===== config.mk =====
export PLATFORM = sky130hd
export DESIGN_NAME = sonar_wall_follow_steering
export DESIGN_NICKNAME = d
export VERILOG_FILES = /design/src/sws_pkg.sv /design/src/sws_echo_timer.sv /design/src/sonar_wall_follow_steering.sv
export SDC_FILE = /design/constraint.sdc
export NUM_CORES = 2
export LEC_CHECK = 0
export BUFFER_PORTS_ARGS = -buffer_cell sky130_fd_sc_hd__buf_2
export CAP_MARGIN = 10
export CELL_PAD_IN_SITES_DETAIL_PLACEMENT = 0
export CELL_PAD_IN_SITES_GLOBAL_PLACEMENT = 1
export CORE_UTILIZATION = 35
export DETAILED_ROUTE_END_ITERATION = 12
export PLACE_DENSITY = 0.66
export SLEW_MARGIN = 5
export SYNTH_ARGS = -nofsm -noshare
export SYNTH_HDL_FRONTEND = slang
export SYNTH_SLANG_ARGS = --single-unit

===== constraint.sdc =====
create_clock -name clk -period 9.2 [get_ports clk]
set_input_delay 1.38 -clock clk [delete_from_list [all_inputs] [get_ports clk]]
set_output_delay 1.38 -clock clk [all_outputs]
set_load 0.05 [all_outputs]

===== src/sws_pkg.sv =====
// Shared constants and codes for the sonar wall-follow steering block.
package sws_pkg;

  // Default sizes
  localparam int CAL_SAMPLES_DEF = 5;
  localparam int TIMER_BITS_DEF  = 16;

  // Field and register widths
  localparam int OP_W       = 2;
  localparam int SPEED_W    = 8;
  localparam int GAIN_W     = 16;
  localparam int LIMIT_W    = 16;
  localparam int CFG_DATA_W = 16;
  localparam int CFG_IDX_W  = 2;
  localparam int BYTE_W     = 8;

  // Echo width per centimeter, in microsecond ticks
  localparam int CM_DIVISOR = 58;

  localparam logic [LIMIT_W-1:0] INVALID_LIMIT_RST = LIMIT_W'(30000);
  localparam logic [BYTE_W-1:0]  BYTE_MAX          = '1;

  // Operation codes carried with each word
  localparam logic [OP_W-1:0] OP_TICK    = 2'd0;
  localparam logic [OP_W-1:0] OP_CAPTURE = 2'd1;
  localparam logic [OP_W-1:0] OP_RESTART = 2'd2;
  localparam logic [OP_W-1:0] OP_SPARE   = 2'd3;

  // Configuration register indexes
  localparam logic [CFG_IDX_W-1:0] REG_NOMINAL_SPEED = 2'd0;
  localparam logic [CFG_IDX_W-1:0] REG_DIFF_GAIN     = 2'd1;
  localparam logic [CFG_IDX_W-1:0] REG_COMM_GAIN     = 2'd2;
  localparam logic [CFG_IDX_W-1:0] REG_INVALID_LIMIT = 2'd3;

endpackage


===== src/sws_echo_timer.sv =====
// Echo pulse timer: counts high ticks and keeps the last completed pulse width.
module sws_echo_timer #(
  parameter int TIMER_BITS = 16
) (
  input  logic                  clk,
  input  logic                  rst,
  input  logic                  tick,
  input  logic                  level,
  output logic [TIMER_BITS-1:0] width,
  output logic [TIMER_BITS-1:0] width_next
);

  localparam logic [TIMER_BITS-1:0] RUN_MAX = '1;

  logic                  prev_level;
  logic [TIMER_BITS-1:0] running;
  logic [TIMER_BITS-1:0] running_next;

  always_comb begin
    running_next = running;
    width_next   = width;
    if (level) begin
      if (!prev_level) begin
        running_next = TIMER_BITS'(1);
      end else if (running != RUN_MAX) begin
        running_next = running + TIMER_BITS'(1);
      end
    end else if (prev_level) begin
      // falling edge: the pulse is complete
      width_next = running;
    end
  end

  always_ff @(posedge clk) begin
    if (rst) begin
      prev_level <= 1'b0;
      running    <= '0;
      width      <= '0;
    end else if (tick) begin
      prev_level <= level;
      running    <= running_next;
      width      <= width_next;
    end
  end

endmodule


===== src/sonar_wall_follow_steering.sv =====
// Top level of the sonar wall-follow steering block.
//
//   channel  direction  handshake              payload
//   in       in         in_valid / in_ready    op, front_echo, rear_echo
//   out      out        out_valid / out_ready  left_effort, right_effort, front_cm,
//                                              rear_cm, front_invalid, rear_invalid,
//                                              calibrated
//   cfg      in         cfg_write              cfg_index, cfg_data
//
// One word is taken per clock while the output is not stalled; each word yields one result word.
// The pipeline has five stages: echo timing and calibration state,
// averaging and range scaling, error terms, gain multipliers, then sum and clamp.
// A stalled output backs up stage by stage; empty stages keep taking words.
// Synchronous reset clears all pipeline valid bits, timing and calibration state,
// and loads the register defaults (invalid limit 30000, all others zero).
module sonar_wall_follow_steering #(
  parameter int CAL_SAMPLES = sws_pkg::CAL_SAMPLES_DEF,
  parameter int TIMER_BITS  = sws_pkg::TIMER_BITS_DEF
) (
  input  logic                            clk,
  input  logic                            rst,
  // configuration
  input  logic                            cfg_write,
  input  logic [sws_pkg::CFG_IDX_W-1:0]   cfg_index,
  input  logic [sws_pkg::CFG_DATA_W-1:0]  cfg_data,
  // input words
  input  logic                            in_valid,
  output logic                            in_ready,
  input  logic [sws_pkg::OP_W-1:0]        op,
  input  logic                            front_echo,
  input  logic                            rear_echo,
  // result words
  output logic                            out_valid,
  input  logic                            out_ready,
  output logic [sws_pkg::BYTE_W-1:0]      left_effort,
  output logic [sws_pkg::BYTE_W-1:0]      right_effort,
  output logic [sws_pkg::BYTE_W-1:0]      front_cm,
  output logic [sws_pkg::BYTE_W-1:0]      rear_cm,
  output logic                            front_invalid,
  output logic                            rear_invalid,
  output logic                            calibrated
);

  import sws_pkg::*;

  // Calibration sums and round counter
  localparam int CNT_W = $clog2(CAL_SAMPLES + 1);
  localparam int SUM_W = TIMER_BITS + CNT_W;

  // Average by multiply with a rounded-up reciprocal; exact for every SUM_W-bit sum
  localparam int AVG_SHIFT = SUM_W + $clog2(CAL_SAMPLES);
  localparam int AVG_MUL_W = SUM_W + 1;
  localparam int AVG_PROD_W = SUM_W + AVG_MUL_W;
  localparam logic [AVG_MUL_W-1:0] AVG_MUL = AVG_MUL_W'(
    ((64'd1 << AVG_SHIFT) + 64'(CAL_SAMPLES) - 64'd1) / 64'(CAL_SAMPLES));

  // Range in cm by the same reciprocal scheme
  localparam int CM_SHIFT  = TIMER_BITS + $clog2(CM_DIVISOR);
  localparam int CM_MUL_W  = TIMER_BITS + 1;
  localparam int CM_PROD_W = TIMER_BITS + CM_MUL_W;
  localparam int CMQ_W     = CM_PROD_W - CM_SHIFT;
  localparam logic [CM_MUL_W-1:0] CM_MUL = CM_MUL_W'(
    ((64'd1 << CM_SHIFT) + 64'(CM_DIVISOR) - 64'd1) / 64'(CM_DIVISOR));

  // Steering arithmetic widths
  localparam int ERR_W  = TIMER_BITS + 2;
  localparam int PROD_W = GAIN_W + ERR_W;
  localparam int PSUM_W = PROD_W + 1;
  localparam int TERM_W = PSUM_W - 8;
  localparam int EFF_W  = TERM_W + 1;
  localparam int CMP_W  = TIMER_BITS + LIMIT_W;

  localparam logic [CNT_W-1:0] LAST_CAPTURE = CNT_W'(CAL_SAMPLES - 1);

  // ---------------------------------------------------------------- config
  logic [SPEED_W-1:0]        nominal_speed;
  logic signed [GAIN_W-1:0]  diff_gain;
  logic signed [GAIN_W-1:0]  comm_gain;
  logic [LIMIT_W-1:0]        invalid_limit;

  always_ff @(posedge clk) begin
    if (rst) begin
      nominal_speed <= '0;
      diff_gain     <= '0;
      comm_gain     <= '0;
      invalid_limit <= INVALID_LIMIT_RST;
    end else if (cfg_write) begin
      unique case (cfg_index)
        REG_NOMINAL_SPEED: nominal_speed <= cfg_data[SPEED_W-1:0];
        REG_DIFF_GAIN:     diff_gain     <= $signed(cfg_data[GAIN_W-1:0]);
        REG_COMM_GAIN:     comm_gain     <= $signed(cfg_data[GAIN_W-1:0]);
        REG_INVALID_LIMIT: invalid_limit <= cfg_data[LIMIT_W-1:0];
      endcase
    end
  end

  // ---------------------------------------------------------------- flow control
  // Each stage loads when it is empty or the stage after it moves on.
  logic v1, v2, v3, v4;
  logic rdy2, rdy3, rdy4, rdy5;
  logic accept;

  assign rdy5     = !out_valid || out_ready;
  assign rdy4     = !v4 || rdy5;
  assign rdy3     = !v3 || rdy4;
  assign rdy2     = !v2 || rdy3;
  assign in_ready = !v1 || rdy2;
  assign accept   = in_valid && in_ready;

  always_ff @(posedge clk) begin
    if (rst) begin
      v1        <= 1'b0;
      v2        <= 1'b0;
      v3        <= 1'b0;
      v4        <= 1'b0;
      out_valid <= 1'b0;
    end else begin
      if (in_ready) begin
        v1 <= in_valid;
      end
      if (rdy2) begin
        v2 <= v1;
      end
      if (rdy3) begin
        v3 <= v2;
      end
      if (rdy4) begin
        v4 <= v3;
      end
      if (rdy5) begin
        out_valid <= v4;
      end
    end
  end

  // ---------------------------------------------------------------- stage 1
  // Echo timing and calibration state advance on each accepted word; the
  // state registers then hold that word's view until stage 2 takes it.
  logic [TIMER_BITS-1:0] front_width, front_width_next;
  logic [TIMER_BITS-1:0] rear_width, rear_width_next;

  sws_echo_timer #(
    .TIMER_BITS (TIMER_BITS)
  ) u_front_timer (
    .clk        (clk),
    .rst        (rst),
    .tick       (accept),
    .level      (front_echo),
    .width      (front_width),
    .width_next (front_width_next)
  );

  sws_echo_timer #(
    .TIMER_BITS (TIMER_BITS)
  ) u_rear_timer (
    .clk        (clk),
    .rst        (rst),
    .tick       (accept),
    .level      (rear_echo),
    .width      (rear_width),
    .width_next (rear_width_next)
  );

  logic [SUM_W-1:0] front_sum, rear_sum;
  logic [SUM_W-1:0] front_sum_next, rear_sum_next;
  logic [CNT_W-1:0] capture_count;
  // Final round sums; the nominal widths are these divided by the sample count
  logic [SUM_W-1:0] front_nom_sum, rear_nom_sum;
  logic             cal_done;

  // Capture sums include the width updated by this same word
  assign front_sum_next = front_sum + SUM_W'(front_width_next);
  assign rear_sum_next  = rear_sum + SUM_W'(rear_width_next);

  always_ff @(posedge clk) begin
    if (rst) begin
      front_sum     <= '0;
      rear_sum      <= '0;
      capture_count <= '0;
      front_nom_sum <= '0;
      rear_nom_sum  <= '0;
      cal_done      <= 1'b0;
    end else if (accept) begin
      priority if (op == OP_CAPTURE) begin
        if (capture_count == LAST_CAPTURE) begin
          // round complete: latch the totals, start a new round
          front_nom_sum <= front_sum_next;
          rear_nom_sum  <= rear_sum_next;
          cal_done      <= 1'b1;
          front_sum     <= '0;
          rear_sum      <= '0;
          capture_count <= '0;
        end else begin
          front_sum     <= front_sum_next;
          rear_sum      <= rear_sum_next;
          capture_count <= capture_count + CNT_W'(1);
        end
      end else if (op == OP_RESTART) begin
        front_sum     <= '0;
        rear_sum      <= '0;
        capture_count <= '0;
        front_nom_sum <= '0;
        rear_nom_sum  <= '0;
        cal_done      <= 1'b0;
      end else begin
        // plain tick (including the spare code): hold calibration state
      end
    end
  end

  // ---------------------------------------------------------------- stage 2
  // Nominal averages, ranges in cm and invalid flags.
  logic [AVG_PROD_W-1:0] front_avg_prod, rear_avg_prod;
  logic [CM_PROD_W-1:0]  front_cm_prod, rear_cm_prod;
  logic [CMQ_W-1:0]      front_cm_q, rear_cm_q;

  assign front_avg_prod = AVG_PROD_W'(front_nom_sum) * AVG_PROD_W'(AVG_MUL);
  assign rear_avg_prod  = AVG_PROD_W'(rear_nom_sum) * AVG_PROD_W'(AVG_MUL);
  assign front_cm_prod  = CM_PROD_W'(front_width) * CM_PROD_W'(CM_MUL);
  assign rear_cm_prod   = CM_PROD_W'(rear_width) * CM_PROD_W'(CM_MUL);
  assign front_cm_q     = front_cm_prod[CM_SHIFT +: CMQ_W];
  assign rear_cm_q      = rear_cm_prod[CM_SHIFT +: CMQ_W];

  logic [TIMER_BITS-1:0] wf2, wr2, nf2, nr2;
  logic [BYTE_W-1:0]     fcm2, rcm2;
  logic                  finv2, rinv2, cal2;

  always_ff @(posedge clk) begin
    if (rdy2) begin
      wf2   <= front_width;
      wr2   <= rear_width;
      nf2   <= front_avg_prod[AVG_SHIFT +: TIMER_BITS];
      nr2   <= rear_avg_prod[AVG_SHIFT +: TIMER_BITS];
      fcm2  <= (front_cm_q > CMQ_W'(BYTE_MAX)) ? BYTE_MAX : front_cm_q[BYTE_W-1:0];
      rcm2  <= (rear_cm_q > CMQ_W'(BYTE_MAX)) ? BYTE_MAX : rear_cm_q[BYTE_W-1:0];
      finv2 <= CMP_W'(front_width) > CMP_W'(invalid_limit);
      rinv2 <= CMP_W'(rear_width) > CMP_W'(invalid_limit);
      cal2  <= cal_done;
    end
  end

  // ---------------------------------------------------------------- stage 3
  // Difference and common-mode errors against the nominal widths.
  logic signed [ERR_W-1:0] de3, ce3;
  logic [BYTE_W-1:0]       fcm3, rcm3;
  logic                    finv3, rinv3, cal3;

  always_ff @(posedge clk) begin
    if (rdy3) begin
      de3   <= $signed(ERR_W'(wf2)) - $signed(ERR_W'(nf2))
             - $signed(ERR_W'(wr2)) + $signed(ERR_W'(nr2));
      ce3   <= $signed(ERR_W'(wf2)) - $signed(ERR_W'(nf2))
             + $signed(ERR_W'(wr2)) - $signed(ERR_W'(nr2));
      fcm3  <= fcm2;
      rcm3  <= rcm2;
      finv3 <= finv2;
      rinv3 <= rinv2;
      cal3  <= cal2;
    end
  end

  // ---------------------------------------------------------------- stage 4
  // Q8.8 gain products.
  logic signed [PROD_W-1:0] pd4, pc4;
  logic [BYTE_W-1:0]        fcm4, rcm4;
  logic                     finv4, rinv4, cal4;

  always_ff @(posedge clk) begin
    if (rdy4) begin
      pd4   <= PROD_W'(diff_gain) * PROD_W'(de3);
      pc4   <= PROD_W'(comm_gain) * PROD_W'(ce3);
      fcm4  <= fcm3;
      rcm4  <= rcm3;
      finv4 <= finv3;
      rinv4 <= rinv3;
      cal4  <= cal3;
    end
  end

  // ---------------------------------------------------------------- stage 5
  // Sum, floor to integer (arithmetic shift), offset by the nominal speed, clamp.
  logic signed [PSUM_W-1:0] psum;
  logic signed [TERM_W-1:0] term;
  logic signed [EFF_W-1:0]  speed_ext;
  logic signed [EFF_W-1:0]  left_raw, right_raw;
  logic [BYTE_W-1:0]        left_sat, right_sat;

  assign psum      = PSUM_W'(pd4) + PSUM_W'(pc4);
  assign term      = TERM_W'(psum >>> 8);
  assign speed_ext = $signed(EFF_W'(nominal_speed));
  assign left_raw  = speed_ext + EFF_W'(term);
  assign right_raw = speed_ext - EFF_W'(term);

  always_comb begin
    priority if (left_raw < 0) begin
      left_sat = '0;
    end else if (left_raw > $signed(EFF_W'(BYTE_MAX))) begin
      left_sat = BYTE_MAX;
    end else begin
      left_sat = left_raw[BYTE_W-1:0];
    end
    priority if (right_raw < 0) begin
      right_sat = '0;
    end else if (right_raw > $signed(EFF_W'(BYTE_MAX))) begin
      right_sat = BYTE_MAX;
    end else begin
      right_sat = right_raw[BYTE_W-1:0];
    end
  end

  always_ff @(posedge clk) begin
    if (rdy5) begin
      left_effort   <= left_sat;
      right_effort  <= right_sat;
      front_cm      <= fcm4;
      rear_cm       <= rcm4;
      front_invalid <= finv4;
      rear_invalid  <= rinv4;
      calibrated    <= cal4;
    end
  end

`ifndef SYNTH
  // The round counter wraps before it can reach the sample count
  assert property (@(posedge clk) disable iff (rst)
    accept |=> capture_count < CNT_W'(CAL_SAMPLES))
    else $error("capture count out of range");

  // A restart word always drops the calibration
  assert property (@(posedge clk) disable iff (rst)
    accept && op == OP_RESTART |=> !cal_done && capture_count == '0)
    else $error("restart did not clear calibration");

  // The last capture of a round marks calibration done and starts a new round
  assert property (@(posedge clk) disable iff (rst)
    accept && op == OP_CAPTURE && capture_count == LAST_CAPTURE
      |=> cal_done && capture_count == '0)
    else $error("calibration round did not complete");

  // With the output register empty the block must take a new word
  assert property (@(posedge clk) disable iff (rst)
    !out_valid |-> in_ready)
    else $error("input blocked with output register empty");
`endif

endmodule

=== Yosys cells after proc, flatten, opt, wreduce, memory -nomap -nowiden ===
Index checks and enable logic that the tools add are counted.

* Flip-flop bits (word level): 467
* Logic and storage cells: 135
* Output and inout bits: 37

* Reductions and logical operators: 21
* Eq/ne operators: 11
* Add/subtract/negate cells: 13
* Magnitude comparators: 8
* Multipliers: 6
* Muxes and demuxes: 25

{| class="wikitable"
|+ Operators with widths
! operator !! count
|-
| two-way mux 19 bit || 9
|-
| two-way mux 16 bit || 8
|-
| multiplier 19 x 20 -> 38 bit, second input constant || 2
|-
| multiplier 16 x 18 -> 34 bit || 2
|-
| multiplier 16 x 15 -> 31 bit, second input constant || 2
|-
| greater-than comparator 28 x 9 -> 1 bit, second input constant || 2
|-
| less-than comparator 28 x 1 -> 1 bit, second input constant || 2
|-
| adder 19 x 16 -> 19 bit || 2
|-
| adder 34 x 34 -> 35 bit || 1
|-
| adder 16 x 1 -> 16 bit, second input constant || 2
|-
| greater-than comparator 16 bit || 2
|-
| != test 16 bit, second input constant || 2
|-
| adder 9 x 27 -> 28 bit || 1
|-
| subtractor 9 x 27 -> 28 bit || 1
|-
| greater-than comparator 11 x 8 -> 1 bit, second input constant || 2
|-
| adder 17 x 17 -> 18 bit || 1
|-
| adder 18 x 17 -> 18 bit || 1
|-
| subtractor 17 x 17 -> 18 bit || 1
|-
| subtractor 18 x 17 -> 18 bit || 1
|-
| subtractor 16 x 16 -> 17 bit || 1
|-
| two-way mux 8 bit || 2
|-
| AND reduction 2 bit || 5
|-
| two-way mux 3 bit || 3
|-
| AND reduction 3 bit || 3
|-
| other kinds (12) || 26
|}

=== Logic depth before layout (Yosys ltp) ===
* Depth in word-level cells: 8
* Gate-level depth with buffers: 28
* Mapped depth without buffers: 26

=== Hierarchy ===
From an unflattened synthesis, not the netlist that was laid out.

* Cell total of the unflattened synthesis: 6587
* Area total of the unflattened synthesis: 64369.2 sq um

{| class="wikitable"
|+ By module, submodules not included
! module !! times used !! area an instance (sq um) !! cells each
|-
| sonar_wall_follow_steering || 1 || 60698.2 || 6189
|-
| sws_echo_timer || 2 || 1835.5 || 199
|}

=== Worst setup path before layout ===
No wires, ideal clock.

* Path type: register to register
* From: register comm_gain[1]
* To: register pc4[33], data pin
* Cell stages (with the launch flop): 24
* Required time: 8.941 ns
* Buffers on the path: 2
* Setup slack: 2.285 ns
* Arrival: 6.655 ns
* Cells stage by stage: dfxtp_1 clkbuf_1 clkbuf_1 nand2_1 fa_1 fa_1 fa_1 fa_1 inv_1 fa_1 fa_1 ha_1 a21oi_1 nor2b_1 o21ai_0 nand2_1 o2111ai_1 nand3_1 a221oi_1 a21oi_1 and4_1 a2111oi_0 o2bb2ai_1 xnor2_1

* Word-level cells in the longest chain between the ends: 1

{| class="wikitable"
|+ Ends and longest elaborated chain
! what !! RTL line !! RTL
|-
| from (decl) || sonar_wall_follow_steering.sv:78 || <nowiki>logic signed [GAIN_W-1:0] comm_gain;</nowiki>
|-
| from (signal assigned) || sonar_wall_follow_steering.sv:91 || <nowiki>REG_COMM_GAIN: comm_gain <= $signed(cfg_data[GAIN_W-1:0]);</nowiki>
|-
| multiplier 16 x 18 -> 34 bit || sonar_wall_follow_steering.sv:271 || <nowiki>pc4 <= PROD_W'(comm_gain) * PROD_W'(ce3);</nowiki>
|-
| to (signal assigned) || sonar_wall_follow_steering.sv:271 ||
|-
| to (decl) || sonar_wall_follow_steering.sv:264 || <nowiki>logic signed [PROD_W-1:0] pd4, pc4;</nowiki>
|}

No other way between the ends.
A chain may end at the register's enable or synchronous reset.

=== Worst setup path in the final report ===
* From: register ce3[11]
* To: register pc4[33], data pin

* Word-level cells in the longest chain between the ends: 1

{| class="wikitable"
|+ Ends and longest elaborated chain
! what !! RTL line !! RTL
|-
| from (decl) || sonar_wall_follow_steering.sv:244 || <nowiki>logic signed [ERR_W-1:0] de3, ce3;</nowiki>
|-
| from (signal assigned) || sonar_wall_follow_steering.sv:252 || <nowiki>ce3 <= $signed(ERR_W'(wf2)) - $signed(ERR_W'(nf2))</nowiki>
|-
| multiplier 16 x 18 -> 34 bit || sonar_wall_follow_steering.sv:271 ||
|}

No other way between the ends.

==> flow_summary_export.csv <==
group,metric,value,unit
run_status,outcome,"complete, no violations",
die,ios,64,
cells_and_area,antenna_cells,0,
die,chipHeight,428,um
sta,timing.setup.tns,0,ns
synthesis,post-synth-top-count-cell,"sky130_fd_sc_hd__inv_1",
worst_setup_path,cp_slowest_cell,"sky130_fd_sc_hd__edfxtp_1",
worst_setup_path,critical_path.most_common_cell,"sky130_fd_sc_hd__fa_1",
cts,post-cts-setup-buffer-count,0,
sta,timing.final.crit_period,7.78,ns
sta,fin_skew,0.0649,ns
sta,tightestPinTransition,1.20,ns
die,die-width,428,um
global_routing,grt_antenna_before_repair,1,
die,initial_utilization,35.2,%
cells_and_area,fill_count,18152,
synthesis,synth_top_cell_area_share,30.9,%
detailed_routing,route.vias.total,43067,
detailed_routing,drt.antenna.violating_nets,0,
die,floorplan.core_area,181000,sq um
sta,report.final.hold_viol_count,0,
cts,cts.reportedPaths.clkPinSlew,0.06,ns
cells_and_area,layout-drive-gt1-share,3.60,%
sta,maxClockFrequency,129,MHz
power_and_ir_drop,worst_ir_drop_vdd,0.131,mV
sta,max-slew-margin-rel,19.8,%
global_routing,groute.layer.met1.usage,23.3,%
power_and_ir_drop,design_power_total,0.00524,W
place,port_buffers,63,
worst_setup_path,critical_path_fanout_max,16,
cts,cts_inserted_buffers,52,
worst_setup_path,worstPathArrival,8.17,ns
synthesis,ys_top_cells_by_area,"sky130_fd_sc_hd__fa_1 (31%), sky130_fd_sc_hd__ha_1 (17%), sky130_fd_sc_hd__edfxtp_1 (12%), sky130_fd_sc_hd__inv_1 (8.4%), sky130_fd_sc_hd__dfxtp_1 (6.5%)",
sta,timing.final.crit_share,84.6,%
detailed_routing,routed_wl,159,mm
detailed_routing,avgRoutedWirePerCell,17.8,um
global_routing,grt_max_degree,90,
cts,hold_bufs_inserted_after_cts,0,
synthesis,synth_async_sr_flop_share,0,%
sta,final.setup.worst_slack,1.42,ns
global_routing,grt_use_met3,1.68,%
synthesis,netlist_instances,6574,
job,max_cap_violations,0,
place,dp_hpwl,131,mm
sta,drv_slew,0,
sta,setup_violations,0,
detailed_routing,drt_drc_violations_left,0,
synthesis,ys_seq_area_share,18.8,%
cells_and_area,regArea,12000,sq um
global_routing,grt_most_used_layer,"met2",
worst_setup_path,path_class,"flip-flop to flip-flop",
global_routing,grt_first_pass_wirelength,257,mm
cts,post_cts_resized,0,
synthesis,postSynthRegisterBits,467,
worst_setup_path,crit_chain,"nand2_1, fa_1, fa_1, fa_1, inv_1, fa_1, fa_1, inv_1, fa_1, inv_1, ha_1, nor2b_1, o21ai_0, nand2_1, o2111ai_1, nand3_1, a221oi_1, a21oi_1, and4_1, a2111oi_0, o2bb2ai_1, xnor2_1",
cts,clock_root_buffer,"sky130_fd_sc_hd__clkbuf_16",
cells_and_area,fin_nets,8402,
cells_and_area,multi_input_area,45600,sq um
worst_setup_path,worst-endpoint-required,9.59,ns
global_routing,global_route.usage.total,17.7,%
die,placementRows,156,
cts,worst_skew_pair.late_latency,0.67,ns
worst_setup_path,crit_start,"ce3[11]",
cts,clock_tree.buffer_depth,3,
synthesis,synth.distinct_cells,89,
sta,rsz_0062_raised_after_global_routing,"false",
detailed_routing,dr.first_iter.drc_count,2223,
place,gp_routability_congestion,0.856,
synthesis,warning_count_from_the_yosys_run,0,
global_routing,grt_met2_use,31.4,%
die,area_enclosed_by_the_die_boundary,183000,sq um
detailed_routing,avgViaCountPerCell,4.81,
worst_setup_path,critical_path.max_stage_delay,0.75,ns
synthesis,syn_area,63600,sq um
detailed_routing,drtPass1Iterations,5,
global_routing,globalRouteOverflowTotal,0,
synthesis,synth.largest_area_cell,"sky130_fd_sc_hd__fa_1",
cts,tritoncts,"built",
cts,clk_sink_count,467,
synthesis,avgSynthCellArea,9.67,sq um
worst_setup_path,cp-start-kind,"flip-flop",
cts,htree_levels,2,
worst_setup_path,timing.rr.start,"ce3[11]",
synthesis,synth_top_flop_cell,"sky130_fd_sc_hd__edfxtp_1",
hold_path,hp-class,"flip-flop to flip-flop",
synthesis,yosys-top-cells-count,"sky130_fd_sc_hd__inv_1 (1425), sky130_fd_sc_hd__fa_1 (981), sky130_fd_sc_hd__ha_1 (851)",
cells_and_area,flow.area_growth_from_synthesis,7.19,%
power_and_ir_drop,leakage,35.3,nW
synthesis,syn-num-nets,8433,
worst_setup_path,worst_setup_path_end_kind,"flip-flop",
power_and_ir_drop,power_density,76.9,nW/um^2
synthesis,synth_enable_flop_cells,260,
place,pre_cts_slack,1.39,ns
hold_path,hold_start,"rcm4[0]",
global_routing,first_global_vias,46193,
==> state kept, by name (all words and copies together) (netlist names), 16 cells and up <==
register	cells
de3	18
u_rear_timer.running	16
u_rear_timer.width	16
rear_nom_sum	19
comm_gain	16
nf2	16
u_front_timer.running	16
ce3	18
invalid_limit	16
pd4	34
front_nom_sum	19
front_sum	19
pc4	34
wf2	16
rear_sum	19
nr2	16
u_front_timer.width	16
diff_gain	16
wr2	16
==> path summary, 6_finish.rpt <==
| path | end | slack [ns] | depth (start not counted) |
|---|---|---|---|
| worst min register to register | rear_cm[0] | 0.40 | 0 |
| worst max-delay path | pc4[33] | 1.42 | 22 |
| worst max register to register | pc4[33] | 1.42 | 22 |
| worst min-delay path | rear_cm[0] | 0.40 | 0 |
==> per-stage QoR <==
stage | cell area [sq um] | hold slack (ns) | util (%) | cells
3_3_place_gp | 66400 | 0.403 | 36.8 | 8859
6_report | 68100 | 0.397 | 37.7 | 8955
4_1_cts | 68100 | 0.374 | 37.7 | 8955
2_1_floorplan | 63600 | 0.400 | - | 6574
5_1_grt | 68100 | 0.384 | 37.7 | 8955
3_5_place_dp | 66400 | 0.405 | 36.8 | 8859
==> per-layer routing <==
layer,vias to the layer above,share of wire [%],wire length [um]
met2,536,50,79100
met3,131,2.8,4480
met1,21583,46,72600
met5,-,0,0
li1,20817,-,-
met4,0,1.8,2900
==> cell type report <==
type                    count  share of cell area (%)
repair buffers             88                   0.747
clock buffers              70                    2.13
multi-input cells        4509                    67.0
inverters                1425                    7.85
well taps                2370                    4.35
flip-flops and latches    467                    17.5
clock inverters            26                   0.395
==> placed cells by master, fill, tap and decap left out, types with 35 or more instances in the layout <==
cell	instances
sky130_fd_sc_hd__a21o_1	87
sky130_fd_sc_hd__a21oi_1	287
sky130_fd_sc_hd__o21a_1	35
sky130_fd_sc_hd__nor3_1	70
sky130_fd_sc_hd__fa_1	981
sky130_fd_sc_hd__xnor2_1	165
sky130_fd_sc_hd__dfxtp_1	207
sky130_fd_sc_hd__xor2_1	82
sky130_fd_sc_hd__clkbuf_16	54
sky130_fd_sc_hd__edfxtp_1	260
sky130_fd_sc_hd__a22oi_1	44
sky130_fd_sc_hd__ha_1	851
sky130_fd_sc_hd__buf_2	62
sky130_fd_sc_hd__nand2b_1	51
sky130_fd_sc_hd__nand3_1	83
sky130_fd_sc_hd__o21ai_0	139
sky130_fd_sc_hd__nand2_1	604
sky130_fd_sc_hd__nor2_1	314
sky130_fd_sc_hd__inv_1	1423
sky130_fd_sc_hd__and2_1	249
==> power breakdown <==
group	leakage, nW	switching, W	internal, W
Combinational	29.6	0.000504	0.000235
Clock	0.839	0.000979	0.00118
Sequential	4.84	0.0000795	0.00226
==> worst max-delay path: cells and delay by family (launching register included) <==
family | cells | cell delay (ns)
compound gates | 6 | 2.22
xor+xnor | 1 | 0.09
fa+ha+maj | 7 | 3.37
buf+inv | 3 | 0.15
flops | 1 | 0.75
simple gates | 5 | 0.90
==> cells by family (layout without fill, tap and decap cells) <==
| logic type | Yosys count | after routing | share of synthesized area, % |
|---|---|---|---|
| adders and majority gates | 1832 | 1832 | 47.6 |
| buffers and inverters | 1598 | 1609 | 9.46 |
| and+or+nand+nor | 1566 | 1566 | 11.7 |
| AOI/OAI and AO/OA | 830 | 830 | 8.43 |
| DFF | 467 | 467 | 18.8 |
| xor gates and xnor gates | 247 | 247 | 3.40 |
| muxes | 34 | 34 | 0.579 |
Power figures use the tool's default switching activity.
